[src/hdl/epdc_pkg.sv]
package epdc_pkg;

    localparam int IV_BYTES    = 8;
    localparam int MAC_BYTES   = 6;
    localparam int ALIGN_BYTES = 16;

    localparam int HDR_LEN     = 8;
    localparam int TRAILER_LEN = 2;
    localparam int FIXED_LEN   = HDR_LEN + IV_BYTES + TRAILER_LEN + MAC_BYTES;

    localparam logic [15:0] HDR_LEN16     = 16'(HDR_LEN);
    localparam logic [15:0] IV_END16      = 16'(HDR_LEN + IV_BYTES);
    localparam logic [15:0] MAC_BYTES16   = 16'(MAC_BYTES);
    localparam logic [15:0] TRAILER_LEN16 = 16'(TRAILER_LEN);
    localparam logic [15:0] FIXED_LEN16   = 16'(FIXED_LEN);
    localparam logic [15:0] ALIGN16       = 16'(ALIGN_BYTES);
    localparam logic [15:0] SPI_LAST16    = 16'd3;
    localparam logic [15:0] SPI_END16     = 16'd4;
    localparam logic [15:0] SEQ_LOW16     = 16'(HDR_LEN - 1);
    localparam logic [15:0] POS_MAX16     = 16'hFFFF;

    localparam int QUEUE_DEPTH = 4;
    localparam int QUEUE_AW    = $clog2(QUEUE_DEPTH);

    localparam int CFG_IDX_W = 1;

    typedef enum logic [CFG_IDX_W-1:0] {
        CFG_EXPECTED_SPI = 1'b0,
        CFG_KEY_SEED     = 1'b1
    } cfg_reg_t;

    typedef enum logic [2:0] {
        ST_PASS   = 3'd0,
        ST_LENGTH = 3'd1,
        ST_SPI    = 3'd2,
        ST_IV     = 3'd3,
        ST_MAC    = 3'd4,
        ST_PAD    = 3'd5
    } status_t;

    typedef enum logic [2:0] {
        KIND_SPI  = 3'd0,
        KIND_HDR  = 3'd1,
        KIND_KEY  = 3'd2,
        KIND_IV   = 3'd3,
        KIND_BODY = 3'd4,
        KIND_MAC  = 3'd5
    } kind_t;

    typedef struct packed {
        logic [7:0]  data;
        kind_t       kind;
        logic        in_range;
        logic        spi_last;
        logic        pad_pos;
        logic        proto_pos;
        logic        len_fail;
        logic        last;
        logic        count_mismatch;
        logic [15:0] body_len;
    } cmd_t;

endpackage

[src/hdl/esp_packet_decapsulate_check_top.sv]
// Channel   Handshake            Payload
// input     in_valid / in_stall  in_byte, packet_len, last_byte
// output    out_valid / out_stall out_byte, status_valid, status_code, payload_len,
//                                next_protocol
// config    cfg_valid / cfg_ready cfg_index, cfg_data
//
// One byte is accepted per cycle while in_stall is low; each request passes through
// a four-entry command queue and then the output register before its result is shown.
// Sustained rate is one byte per cycle while out_stall is low, set by the back-end update.
// Reset clears all packet state, the queue and both configuration registers.
// A stall on the output fills the queue; in_stall rises only when it is full.
module esp_packet_decapsulate_check_top (
    input  logic                            clk,
    input  logic                            rst_n,
    input  logic [7:0]                      in_byte,
    input  logic [15:0]                     packet_len,
    input  logic                            last_byte,
    input  logic                            in_valid,
    output logic                            in_stall,
    output logic [7:0]                      out_byte,
    output logic                            status_valid,
    output logic [2:0]                      status_code,
    output logic [15:0]                     payload_len,
    output logic [7:0]                      next_protocol,
    output logic                            out_valid,
    input  logic                            out_stall,
    input  logic                            cfg_valid,
    output logic                            cfg_ready,
    input  logic [epdc_pkg::CFG_IDX_W-1:0]  cfg_index,
    input  logic [31:0]                     cfg_data
);
    import epdc_pkg::*;

    logic [31:0] expected_spi_reg;
    logic [7:0]  key_seed_reg;

    logic        q_full;
    logic        push;
    cmd_t        push_cmd;
    logic        pop;
    logic        head_valid;
    cmd_t        head_cmd;

    assign cfg_ready = 1'b1;

    always_ff @(posedge clk or negedge rst_n)
    begin
        if (!rst_n)
        begin
            expected_spi_reg <= '0;
            key_seed_reg     <= '0;
        end
        else if (cfg_valid)
        begin
            unique case (cfg_reg_t'(cfg_index))
                CFG_EXPECTED_SPI: expected_spi_reg <= cfg_data;
                CFG_KEY_SEED:     key_seed_reg     <= cfg_data[7:0];
                default:          ;
            endcase
        end
    end

    epdc_front u_front (
        .clk        (clk),
        .rst_n      (rst_n),
        .in_byte    (in_byte),
        .packet_len (packet_len),
        .last_byte  (last_byte),
        .in_valid   (in_valid),
        .in_stall   (in_stall),
        .q_full     (q_full),
        .push       (push),
        .cmd        (push_cmd)
    );

    epdc_queue u_queue (
        .clk        (clk),
        .rst_n      (rst_n),
        .push       (push),
        .push_cmd   (push_cmd),
        .full       (q_full),
        .pop        (pop),
        .head_valid (head_valid),
        .head_cmd   (head_cmd)
    );

    epdc_back u_back (
        .clk           (clk),
        .rst_n         (rst_n),
        .expected_spi  (expected_spi_reg),
        .key_seed      (key_seed_reg),
        .head_valid    (head_valid),
        .head_cmd      (head_cmd),
        .pop           (pop),
        .out_byte      (out_byte),
        .status_valid  (status_valid),
        .status_code   (status_code),
        .payload_len   (payload_len),
        .next_protocol (next_protocol),
        .out_valid     (out_valid),
        .out_stall     (out_stall)
    );

endmodule

[src/hdl/epdc_front.sv]
module epdc_front (
    input  logic                clk,
    input  logic                rst_n,
    input  logic [7:0]          in_byte,
    input  logic [15:0]         packet_len,
    input  logic                last_byte,
    input  logic                in_valid,
    output logic                in_stall,
    input  logic                q_full,
    output logic                push,
    output epdc_pkg::cmd_t      cmd
);
    import epdc_pkg::*;

    logic [15:0] pos_reg, pos_next;
    logic [15:0] held_reg, held_next;
    logic [15:0] held_now;
    logic [15:0] mac_start;
    logic [15:0] align_val;
    logic        first;

    assign in_stall = q_full;
    assign push     = in_valid && !q_full;

    assign first     = (pos_reg == '0);
    assign held_now  = first ? packet_len : held_reg;
    assign mac_start = held_now - MAC_BYTES16;
    assign align_val = packet_len - FIXED_LEN16 + TRAILER_LEN16;

    always_comb
    begin
        cmd.data     = in_byte;
        cmd.in_range = (pos_reg < held_now);
        cmd.spi_last = (pos_reg == SPI_LAST16);
        cmd.pad_pos  = (pos_reg == mac_start - 16'd2);
        cmd.proto_pos = (pos_reg == mac_start - 16'd1);
        cmd.len_fail = first && ((packet_len < FIXED_LEN16) ||
                                 ((align_val % ALIGN16) != '0));
        cmd.last     = last_byte;
        cmd.count_mismatch = ({1'b0, pos_reg} + 17'd1) != {1'b0, held_now};
        cmd.body_len = held_now - FIXED_LEN16;
        if (pos_reg < SPI_END16)
            cmd.kind = KIND_SPI;
        else if (pos_reg == SEQ_LOW16)
            cmd.kind = KIND_KEY;
        else if (pos_reg < HDR_LEN16)
            cmd.kind = KIND_HDR;
        else if (pos_reg < IV_END16)
            cmd.kind = KIND_IV;
        else if (pos_reg < mac_start)
            cmd.kind = KIND_BODY;
        else
            cmd.kind = KIND_MAC;
    end

    always_comb
    begin
        pos_next  = pos_reg;
        held_next = held_reg;
        if (push)
        begin
            if (last_byte)
            begin
                pos_next  = '0;
                held_next = '0;
            end
            else
            begin
                held_next = held_now;
                if (pos_reg != POS_MAX16)
                    pos_next = pos_reg + 16'd1;
            end
        end
    end

    always_ff @(posedge clk or negedge rst_n)
    begin
        if (!rst_n)
        begin
            pos_reg  <= '0;
            held_reg <= '0;
        end
        else
        begin
            pos_reg  <= pos_next;
            held_reg <= held_next;
        end
    end

endmodule

[src/hdl/epdc_queue.sv]
module epdc_queue (
    input  logic                clk,
    input  logic                rst_n,
    input  logic                push,
    input  epdc_pkg::cmd_t      push_cmd,
    output logic                full,
    input  logic                pop,
    output logic                head_valid,
    output epdc_pkg::cmd_t      head_cmd
);
    import epdc_pkg::*;

    cmd_t                entry_reg [QUEUE_DEPTH];
    logic [QUEUE_AW-1:0] wr_ptr_reg, rd_ptr_reg;
    logic [QUEUE_AW:0]   count_reg;

    assign full       = (count_reg == (QUEUE_AW + 1)'(QUEUE_DEPTH));
    assign head_valid = (count_reg != '0);
    assign head_cmd   = entry_reg[rd_ptr_reg];

    always_ff @(posedge clk)
    begin
        if (push)
            entry_reg[wr_ptr_reg] <= push_cmd;
    end

    always_ff @(posedge clk or negedge rst_n)
    begin
        if (!rst_n)
        begin
            wr_ptr_reg <= '0;
            rd_ptr_reg <= '0;
            count_reg  <= '0;
        end
        else
        begin
            if (push)
                wr_ptr_reg <= wr_ptr_reg + 1'b1;
            if (pop)
                rd_ptr_reg <= rd_ptr_reg + 1'b1;
            if (push && !pop)
                count_reg <= count_reg + 1'b1;
            else if (pop && !push)
                count_reg <= count_reg - 1'b1;
        end
    end

endmodule

[src/hdl/epdc_back.sv]
module epdc_back (
    input  logic                clk,
    input  logic                rst_n,
    input  logic [31:0]         expected_spi,
    input  logic [7:0]          key_seed,
    input  logic                head_valid,
    input  epdc_pkg::cmd_t      head_cmd,
    output logic                pop,
    output logic [7:0]          out_byte,
    output logic                status_valid,
    output logic [2:0]          status_code,
    output logic [15:0]         payload_len,
    output logic [7:0]          next_protocol,
    output logic                out_valid,
    input  logic                out_stall
);
    import epdc_pkg::*;

    logic [31:0] spi_reg, spi_next;
    logic [7:0]  key_reg, key_next;
    status_t     failed_reg, failed_next;
    logic [7:0]  pad_reg, pad_next;
    logic [7:0]  proto_reg, proto_next;
    logic        out_valid_reg;

    logic [7:0]  ob;
    status_t     code;
    logic [15:0] dlen;
    logic [7:0]  proto_out;

    logic [7:0]  ob_reg;
    logic        last_reg;
    status_t     code_reg;
    logic [15:0] dlen_reg;
    logic [7:0]  proto_out_reg;

    assign pop = head_valid && (!out_valid_reg || !out_stall);

    always_comb
    begin
        spi_next    = spi_reg;
        key_next    = key_reg;
        failed_next = head_cmd.len_fail ? ST_LENGTH : failed_reg;
        pad_next    = pad_reg;
        proto_next  = proto_reg;
        ob          = head_cmd.data;
        code        = ST_PASS;
        dlen        = '0;
        proto_out   = '0;

        if (failed_next == ST_PASS && head_cmd.in_range)
        begin
            unique case (head_cmd.kind)
                KIND_SPI:
                begin
                    spi_next = {head_cmd.data, spi_reg[31:8]};
                    if (head_cmd.spi_last && spi_next != expected_spi)
                        failed_next = ST_SPI;
                end
                KIND_KEY:
                    key_next = key_seed + head_cmd.data;
                KIND_IV:
                    if (head_cmd.data != key_reg)
                        failed_next = ST_IV;
                KIND_BODY:
                begin
                    ob = head_cmd.data ^ key_reg;
                    if (head_cmd.pad_pos)
                        pad_next = ob;
                    else if (head_cmd.proto_pos)
                        proto_next = ob;
                end
                KIND_MAC:
                    if (head_cmd.data != key_reg)
                        failed_next = ST_MAC;
                default:
                    ;
            endcase
        end

        if (head_cmd.last)
        begin
            if (failed_next == ST_PASS && head_cmd.count_mismatch)
                failed_next = ST_LENGTH;
            if (failed_next == ST_PASS && {8'd0, pad_next} > head_cmd.body_len)
                failed_next = ST_PAD;
            code = failed_next;
            if (failed_next == ST_PASS)
            begin
                dlen      = head_cmd.body_len - {8'd0, pad_next};
                proto_out = proto_next;
            end
            // The packet is finished, so every per-packet value starts over.
            spi_next    = '0;
            key_next    = '0;
            failed_next = ST_PASS;
            pad_next    = '0;
            proto_next  = '0;
        end
    end

    always_ff @(posedge clk or negedge rst_n)
    begin
        if (!rst_n)
        begin
            spi_reg       <= '0;
            key_reg       <= '0;
            failed_reg    <= ST_PASS;
            pad_reg       <= '0;
            proto_reg     <= '0;
            out_valid_reg <= 1'b0;
        end
        else
        begin
            if (pop)
            begin
                spi_reg    <= spi_next;
                key_reg    <= key_next;
                failed_reg <= failed_next;
                pad_reg    <= pad_next;
                proto_reg  <= proto_next;
            end
            if (pop)
                out_valid_reg <= 1'b1;
            else if (!out_stall)
                out_valid_reg <= 1'b0;
        end
    end

    always_ff @(posedge clk)
    begin
        if (pop)
        begin
            ob_reg        <= ob;
            last_reg      <= head_cmd.last;
            code_reg      <= code;
            dlen_reg      <= dlen;
            proto_out_reg <= proto_out;
        end
    end

    assign out_valid     = out_valid_reg;
    assign out_byte      = ob_reg;
    assign status_valid  = last_reg;
    assign status_code   = code_reg;
    assign payload_len   = dlen_reg;
    assign next_protocol = proto_out_reg;

endmodule
[config.mk]
export PLATFORM = sky130hd
export DESIGN_NAME = esp_packet_decapsulate_check_top
export DESIGN_NICKNAME = d
export VERILOG_FILES = /design/src/hdl/epdc_pkg.sv /design/src/hdl/esp_packet_decapsulate_check_top.sv /design/src/hdl/epdc_front.sv /design/src/hdl/epdc_queue.sv /design/src/hdl/epdc_back.sv
export SDC_FILE = /design/constraint.sdc
export NUM_CORES = 1
export LEC_CHECK = 0
export BUFFER_PORTS_ARGS = -buffer_cell sky130_fd_sc_hd__clkbuf_2
export CORE_ASPECT_RATIO = 0.7
export CORE_UTILIZATION = 56
export DETAILED_ROUTE_END_ITERATION = 8
export PLACE_DENSITY = 0.72
export SLEW_MARGIN = 25
export SYNTH_ARGS = -nofsm -noshare
export SYNTH_HDL_FRONTEND = slang
export SYNTH_SLANG_ARGS = --single-unit
export TNS_END_PERCENT = 10
[constraint.sdc]
create_clock -name clk -period 8.65 [get_ports clk]
set_input_delay 1.73 -clock clk [delete_from_list [all_inputs] [get_ports clk]]
set_output_delay 1.73 -clock clk [all_outputs]
set_load 0.005 [all_outputs]
Yosys cells after proc, flatten, opt, wreduce, memory -nomap -nowiden:

Memory sizes are Yosys's and may differ from the RTL's.
Cells that the tools add are included.

* bits in registers: 175
* bits in writable memories: 136
* output and inout bits: 39
* memories: 1

* add/sub/neg operators: 14
* $lt $le $gt $ge: 7
* equality and inequality tests: 14
* mux-type cells: 43
* bitwise gates (word level): 2
* reduce and logical (&&, ||, !) cells: 35

Memory list
* u_queue.entry_reg: depth 4, width 34, read ports 1, clocked after Yosys merged registers in 0, write ports 1, line epdc_queue.sv:13 `cmd_t entry_reg [QUEUE_DEPTH];`

Operators with widths (number)
* $mux W8: 14
* $mux W32: 3
* $mux W16: 4
* $mux W3: 16
* $eq A16 B16 Y1: 2
* $lt A16 B16 Y1: 2
* $lt A16 B5 Y1 const B: 2
* $ne A32 B32 Y1: 1
* $add A16 B1 Y17 const B: 1
* $ne A17 B16 Y1: 1
* $add A16 B1 Y16 const B: 1
* $eq A16 B2 Y1 const B: 1
* $eq A16 B3 Y1 const B: 1
* $gt A8 B16 Y1: 1
* $logic_not A16 Y1: 1
* $lt A16 B3 Y1 const B: 1
* $lt A16 B4 Y1 const B: 1
* $ne A16 B16 Y1 const B: 1
* $reduce_bool A16 Y1: 1
* $sub A16 B1 Y16 const B: 1
* $sub A16 B2 Y16 const B: 1
* $sub A16 B3 Y16 const B: 1
* $sub A16 B5 Y16 const B: 1
* $sub A16 B8 Y16: 1
* 22 further kinds: 55

Logic depth before layout (Yosys ltp):

An unclocked memory read counts as a cell.

* depth in word-level cells: 16
* depth in mapped cells: 20
* mapped depth without buffers: 18

Modules after synthesis:

Synthesis repeated with hierarchy kept, for this count alone.

* cell total of the unflattened synthesis: 1383
* area, all modules: 16560.9 sq um

By module, submodules not included
* epdc_queue: instances 1, cells each 212, area an instance 5355.1 sq um, seq. area each 4259.1 sq um
* epdc_back: instances 1, cells each 478, area an instance 4855.9 sq um, seq. area each 2382.3 sq um
* epdc_front: instances 1, cells each 605, area an instance 4719.5 sq um, seq. area each 800.8 sq um
* esp_packet_decapsulate_check_top: instances 1, cells each 88, area an instance 1630.3 sq um, seq. area each 1001.0 sq um

Worst setup path before layout:

No wires, ideal clock.

* path kind: reg2reg
* from: reg u_front.pos_reg[1]
* to: mem u_queue.entry_reg[0][20] in the netlist's numbering (data pin)
* library setup time: 206 ps
* data arrival time: 4992 ps
* setup slack: 3452 ps
* cell stages (with the launch flop): 21
* clock period less this slack: 5198 ps
* path through: dfrtp_1 > inv_1 > ha_1 > or3b_2 > nor4_4 > buf_6 > mux2i_2 > inv_1 > ha_1 > clkbuf_1 > a21bo_2 > clkbuf_1 > o31ai_1 > nand4b_1 > o2bb2ai_1 > and3_1 > clkbuf_1 > nand4_1 > xnor2_1 > a2111o_1 > nor4_2

RTL lines
* from (decl): line epdc_front.sv:15 `logic [15:0] pos_reg, pos_next;`
* from (signal assigned): line epdc_front.sv:85 `pos_reg <= pos_next;`
* to (decl): line epdc_queue.sv:13

Worst setup path after layout:

* from: reg u_queue.rd_ptr_reg[0]
* to: reg u_back.dlen_reg[3], in the netlist u_back.payload_len[3] (data pin)

* word-level cells in the longest chain between the ends: 16
* elaborated cells on any way between the ends: 32

RTL lines
* from (decl): line epdc_queue.sv:14 `logic [QUEUE_AW-1:0] wr_ptr_reg, rd_ptr_reg;`
* from (signal assigned): line epdc_queue.sv:40 `rd_ptr_reg <= rd_ptr_reg + 1'b1;`
* $mem_v2 Z4 W34 *
* $ne A32 B32 Y1: line epdc_back.sv:57 `if (head_cmd.spi_last && spi_next != expected_spi)`
* $logic_and A1 B1 Y1: line epdc_back.sv:57
* $mux W3: line epdc_back.sv:57
* $pmux W3 S3: line epdc_back.sv:53 `unique case (head_cmd.kind)`
* $mux W3: line epdc_back.sv:51 `if (failed_next == ST_PASS && head_cmd.in_range)`
* $logic_not A3 Y1: line epdc_back.sv:83 `if (failed_next == ST_PASS && head_cmd.count_mismatch)`
* $logic_and A1 B1 Y1: line epdc_back.sv:83
* $mux W3: line epdc_back.sv:83
* $mux W3: line epdc_back.sv:81 `if (head_cmd.last)`
* $logic_not A3 Y1: line epdc_back.sv:85 `if (failed_next == ST_PASS && {8'd0, pad_next} > head_cmd.body_len)`
* $logic_and A1 B1 Y1: line epdc_back.sv:85
* $mux W3: line epdc_back.sv:85
* $mux W3: line epdc_back.sv:81
* $logic_not A3 Y1: line epdc_back.sv:88 `if (failed_next == ST_PASS)`
* $reduce_and A2 Y1 (no source line)
* to (signal assigned): line epdc_back.sv:137 `dlen_reg <= dlen;`
* to (decl): line epdc_back.sv:34 `logic [15:0] dlen_reg;`

Every way passes the cells marked *; elsewhere a longest branch is shown, timed or not. The select of a mux whose other input is x is not followed.
A chain may end at the register's enable or synchronous reset.

==> impl_metrics.csv <==
group,metric,value,unit
run_status,status,"complete, no violations",
placement,gp_congestion,0.9529,
sta,worstMarginPinSlew,0.9677,ns
synthesis,ys_ff_latch,303,
sta,min_period,6.952,ns
sta,relSlewSlack,0.3364,
worst_setup_path,r2r_start,"u_queue.rd_ptr_reg[0]$_DFFE_PN0P_",
floorplan,die_y,143.8,um
final_layout,drive_above_1_share,0.1969,
sta,rsz0062_at_grt,"no",
floorplan,core-area,28010,um^2
route,drt-total-wl,38.93,mm
global_route,grt_pass1_wl,60.31,mm
sta,setup_viol,0,
worst_setup_path,critical_path_class,"register to register",
worst_setup_path,cpMostUsedCell,"nand2_1",
cts,root_buffer,"clkbuf_16",
worst_setup_path,worstPathRequired,8.92,ns
final_layout,largest_reg_flops,136,
power_and_ir_drop,power,6.708,mW
final_layout,post-route-cell-area,17930,um^2
global_route,grt_max_degree,68,
cts,clock_latency,0.56,ns
synthesis,syn_avg_cell_area,12.36,um^2
worst_setup_path,slowest_delay,0.80,ns
route,drcViolationCount,0,
job,drv_cap,0,
cts,cts_resized,0,
floorplan,die_w,204.5,um
final_layout,finalNetCount,1516,
final_layout,fin_util,0.6400,
synthesis,synth_top_area_frac,0.3212,
synthesis,ys_async_sr_fraction,0.4323,
final_layout,seqCellArea,8444,um^2
synthesis,ys_warn_count,0,
worst_setup_path,cp.arrival,7.22,ns
worst_setup_path,critPathMaxFanout,23,
route,postRouteAntennaNets,0,
cts,numCtsBuffers,28,
worst_hold_path,hp-class,"register to register",
global_route,grt_util_all_layers,0.2709,
worst_hold_path,holdCritStartpoint,"u_back.pad_reg[4]$_DFFE_PN0P_",
floorplan,rows,51,
synthesis,yosysUniqueCellTypes,86,
cts,htreeDepth,1,
cts,clockBufferDepth,3,
cts,cts_setup_buffers,0,
final_layout,nFillCells,2105,
worst_setup_path,path_cells,"buf_4, mux4_2, nand2b_1, nor3_2, nand2_1, mux2_2, ha_1, inv_1, fa_1, a21o_1, a21oi_1, nor2b_1, o211ai_1, nand2_1, nor4b_1, o21ai_0, nand2_1, nor3_1",
route,firstDrtPassIters,5,
cts,cts_hold_buffers,0,
placement,place.detailed.hpwl,28.05,mm
cts,clkSlewWorstSetupHoldPaths,0.06,ns
synthesis,yosys-top-cells-count,"edfxtp_1, dfrtp_1, xnor2_1",
sta,tns,0,ns
floorplan,initial_core_util,0.5741,
worst_setup_path,worstSetupStartpointType,"register",
synthesis,synthesis.nets,1427,
sta,worst_clock_skew,0.01366,ns
placement,dpl_cell_area,16930,um^2
cts,clock_sinks,303,
synthesis,ys_seq_area_frac,0.5250,
synthesis,ys.flop_type,"edfxtp_1",
route,drtIter0Drc,1135,
floorplan,die-area,29410,um^2
worst_setup_path,crit_path_end_kind,"register",
worst_setup_path,r2r_cells,18,
synthesis,synth-edff-count,172,
global_route,antenna_found_initial,0,
worst_hold_path,hold_depth,2,
placement,port_buffers,100,
synthesis,synthTopCellsByArea,"edfxtp_1, dfrtp_1, xnor2_1, ha_1, mux4_2",
worst_setup_path,cp_top_family,"simple AND/OR/NAND/NOR gates",
sta,fmax,143.9,MHz
power_and_ir_drop,ir_drop,0.1866,mV
route,viasPerCell,6.202,
sta,maxSlewViolCount,0,
route,via_count,11060,
route,wl_per_cell,21.84,um
placement,pre_cts_slack,1.611,ns
floorplan,ios,102,
worst_setup_path,cp_num_cells,18,
sta,hold_viol,0,
worst_setup_path,cp_num_buf_inv,2,
power_and_ir_drop,p_per_area,374.2,nW/um^2
final_layout,antenna_cells,0,
global_route,grt-ovfl-total,0,
final_layout,area_growth,11.48,%
synthesis,synth_area_leader_cell,"edfxtp_1",
sta,setup_slack,1.698,ns
synthesis,synth_most_common_cell,"edfxtp_1",
worst_setup_path,crit_start,"u_queue.rd_ptr_reg[0]$_DFFE_PN0P_",
synthesis,synth_area,16080,um^2
global_route,first_global_vias,10320,
final_layout,multi_input_area,7254,um^2
power_and_ir_drop,p_leak,7.113,nW
sta,period_share,0.8037,
synthesis,synth_cells,1301,
worst_setup_path,crit_path_top_delay_cell,"dfrtp_2",
cts,cts_tree,"yes",
-- tightest hold or removal path, delay by kind of cell, from the launching register on --
kind,cells,cell delay (ns)
compound gates,1,0.06
flops,1,0.34
simple gates,1,0.05
-- logic make-up after synthesis --
logic type,after synthesis,synth area share
mux,118,0.1034
buf+inv,91,0.02427
simple gates,354,0.1171
flops,303,0.5250
compound gates,221,0.09648
fa+ha+maj,63,0.05042
other cells,1,0.0002332
xor+xnor,150,0.08309
-- power by group --
part           internal, mW  total [mW]  switching [mW]
registers              2.01        2.24           0.231
logic                  1.20        3.13            1.92
clock network         0.794        1.34           0.547
total                  4.01        6.71            2.70
-- cell usage in the layout (no fill, tap or decap), types with 7 or more instances in the layout --
| cell | netlist | final |
|---|---|---|
| ha_1 | 60 | 60 |
| nand2b_1 | 14 | 14 |
| nand3_1 | 20 | 20 |
| o21ai_0 | 63 | 63 |
| a21o_1 | 13 | 13 |
| or3_1 | 10 | 10 |
| edfxtp_1 | 172 | 172 |
| nand4_1 | 21 | 21 |
| mux2_2 | 46 | 46 |
| nor2_1 | 66 | 66 |
| buf_4 | 2 | 19 |
| mux4_2 | 33 | 33 |
| nand2_1 | 91 | 91 |
| mux2i_1 | 36 | 35 |
| xnor2_1 | 93 | 93 |
| nor2b_1 | 15 | 14 |
| and3_1 | 12 | 12 |
| clkbuf_16 | 0 | 30 |
| nor3_1 | 29 | 29 |
| inv_1 | 30 | 30 |
| a22o_1 | 44 | 44 |
| and2_1 | 14 | 14 |
| clkbuf_1 | 43 | 7 |
| xor2_1 | 54 | 54 |
| dfrtp_1 | 131 | 130 |
| a31oi_1 | 8 | 8 |
| a21oi_1 | 28 | 28 |
| nor4_1 | 24 | 24 |
| or4_1 | 7 | 7 |
| clkbuf_2 | 0 | 99 |
-- area by class of cell --
type,instances,area share
sequential,303,0.4710
timing repair buffer,119,0.03622
tap,371,0.02589
inverter,31,0.006491
clock inverter,14,0.01159
multi-input combinational,907,0.4047
clock buffer,38,0.04411
-- metal layers --
layer	routed length, um	part of all wire	track usage
met3	3308	0.085	0.05034
met5	0	0	0
met4	665	0.017	0.05695
met2	16380	0.42	0.3796
met1	18580	0.48	0.4328
-- metrics by stage --
step | hold WS, ns | cells
5_1_grt | 0.5004 | 1783
6_report | 0.4847 | 1783
3_5_place_dp | 0.4709 | 1731
4_1_cts | 0.4856 | 1783
2_1_floorplan | 0.4492 | 1301
3_3_place_gp | 0.4655 | 1731
-- final timing paths --
kind,to,slack (ns)
setup / recovery,u_back.payload_len[3]$_SDFFCE_PN0P_,1.70
max in group asynchronous,u_queue.rd_ptr_reg[0]$_DFFE_PN0P_,6.04
min in group asynchronous,u_front.pos_reg[6]$_DFFE_PN0P_,1.17
hold / removal,u_back.pad_reg[4]$_DFFE_PN0P_,0.48
setup reg to reg,u_back.payload_len[3]$_SDFFCE_PN0P_,1.70
hold reg to reg,u_back.pad_reg[4]$_DFFE_PN0P_,0.48
(Power assumes the default switching activity.)
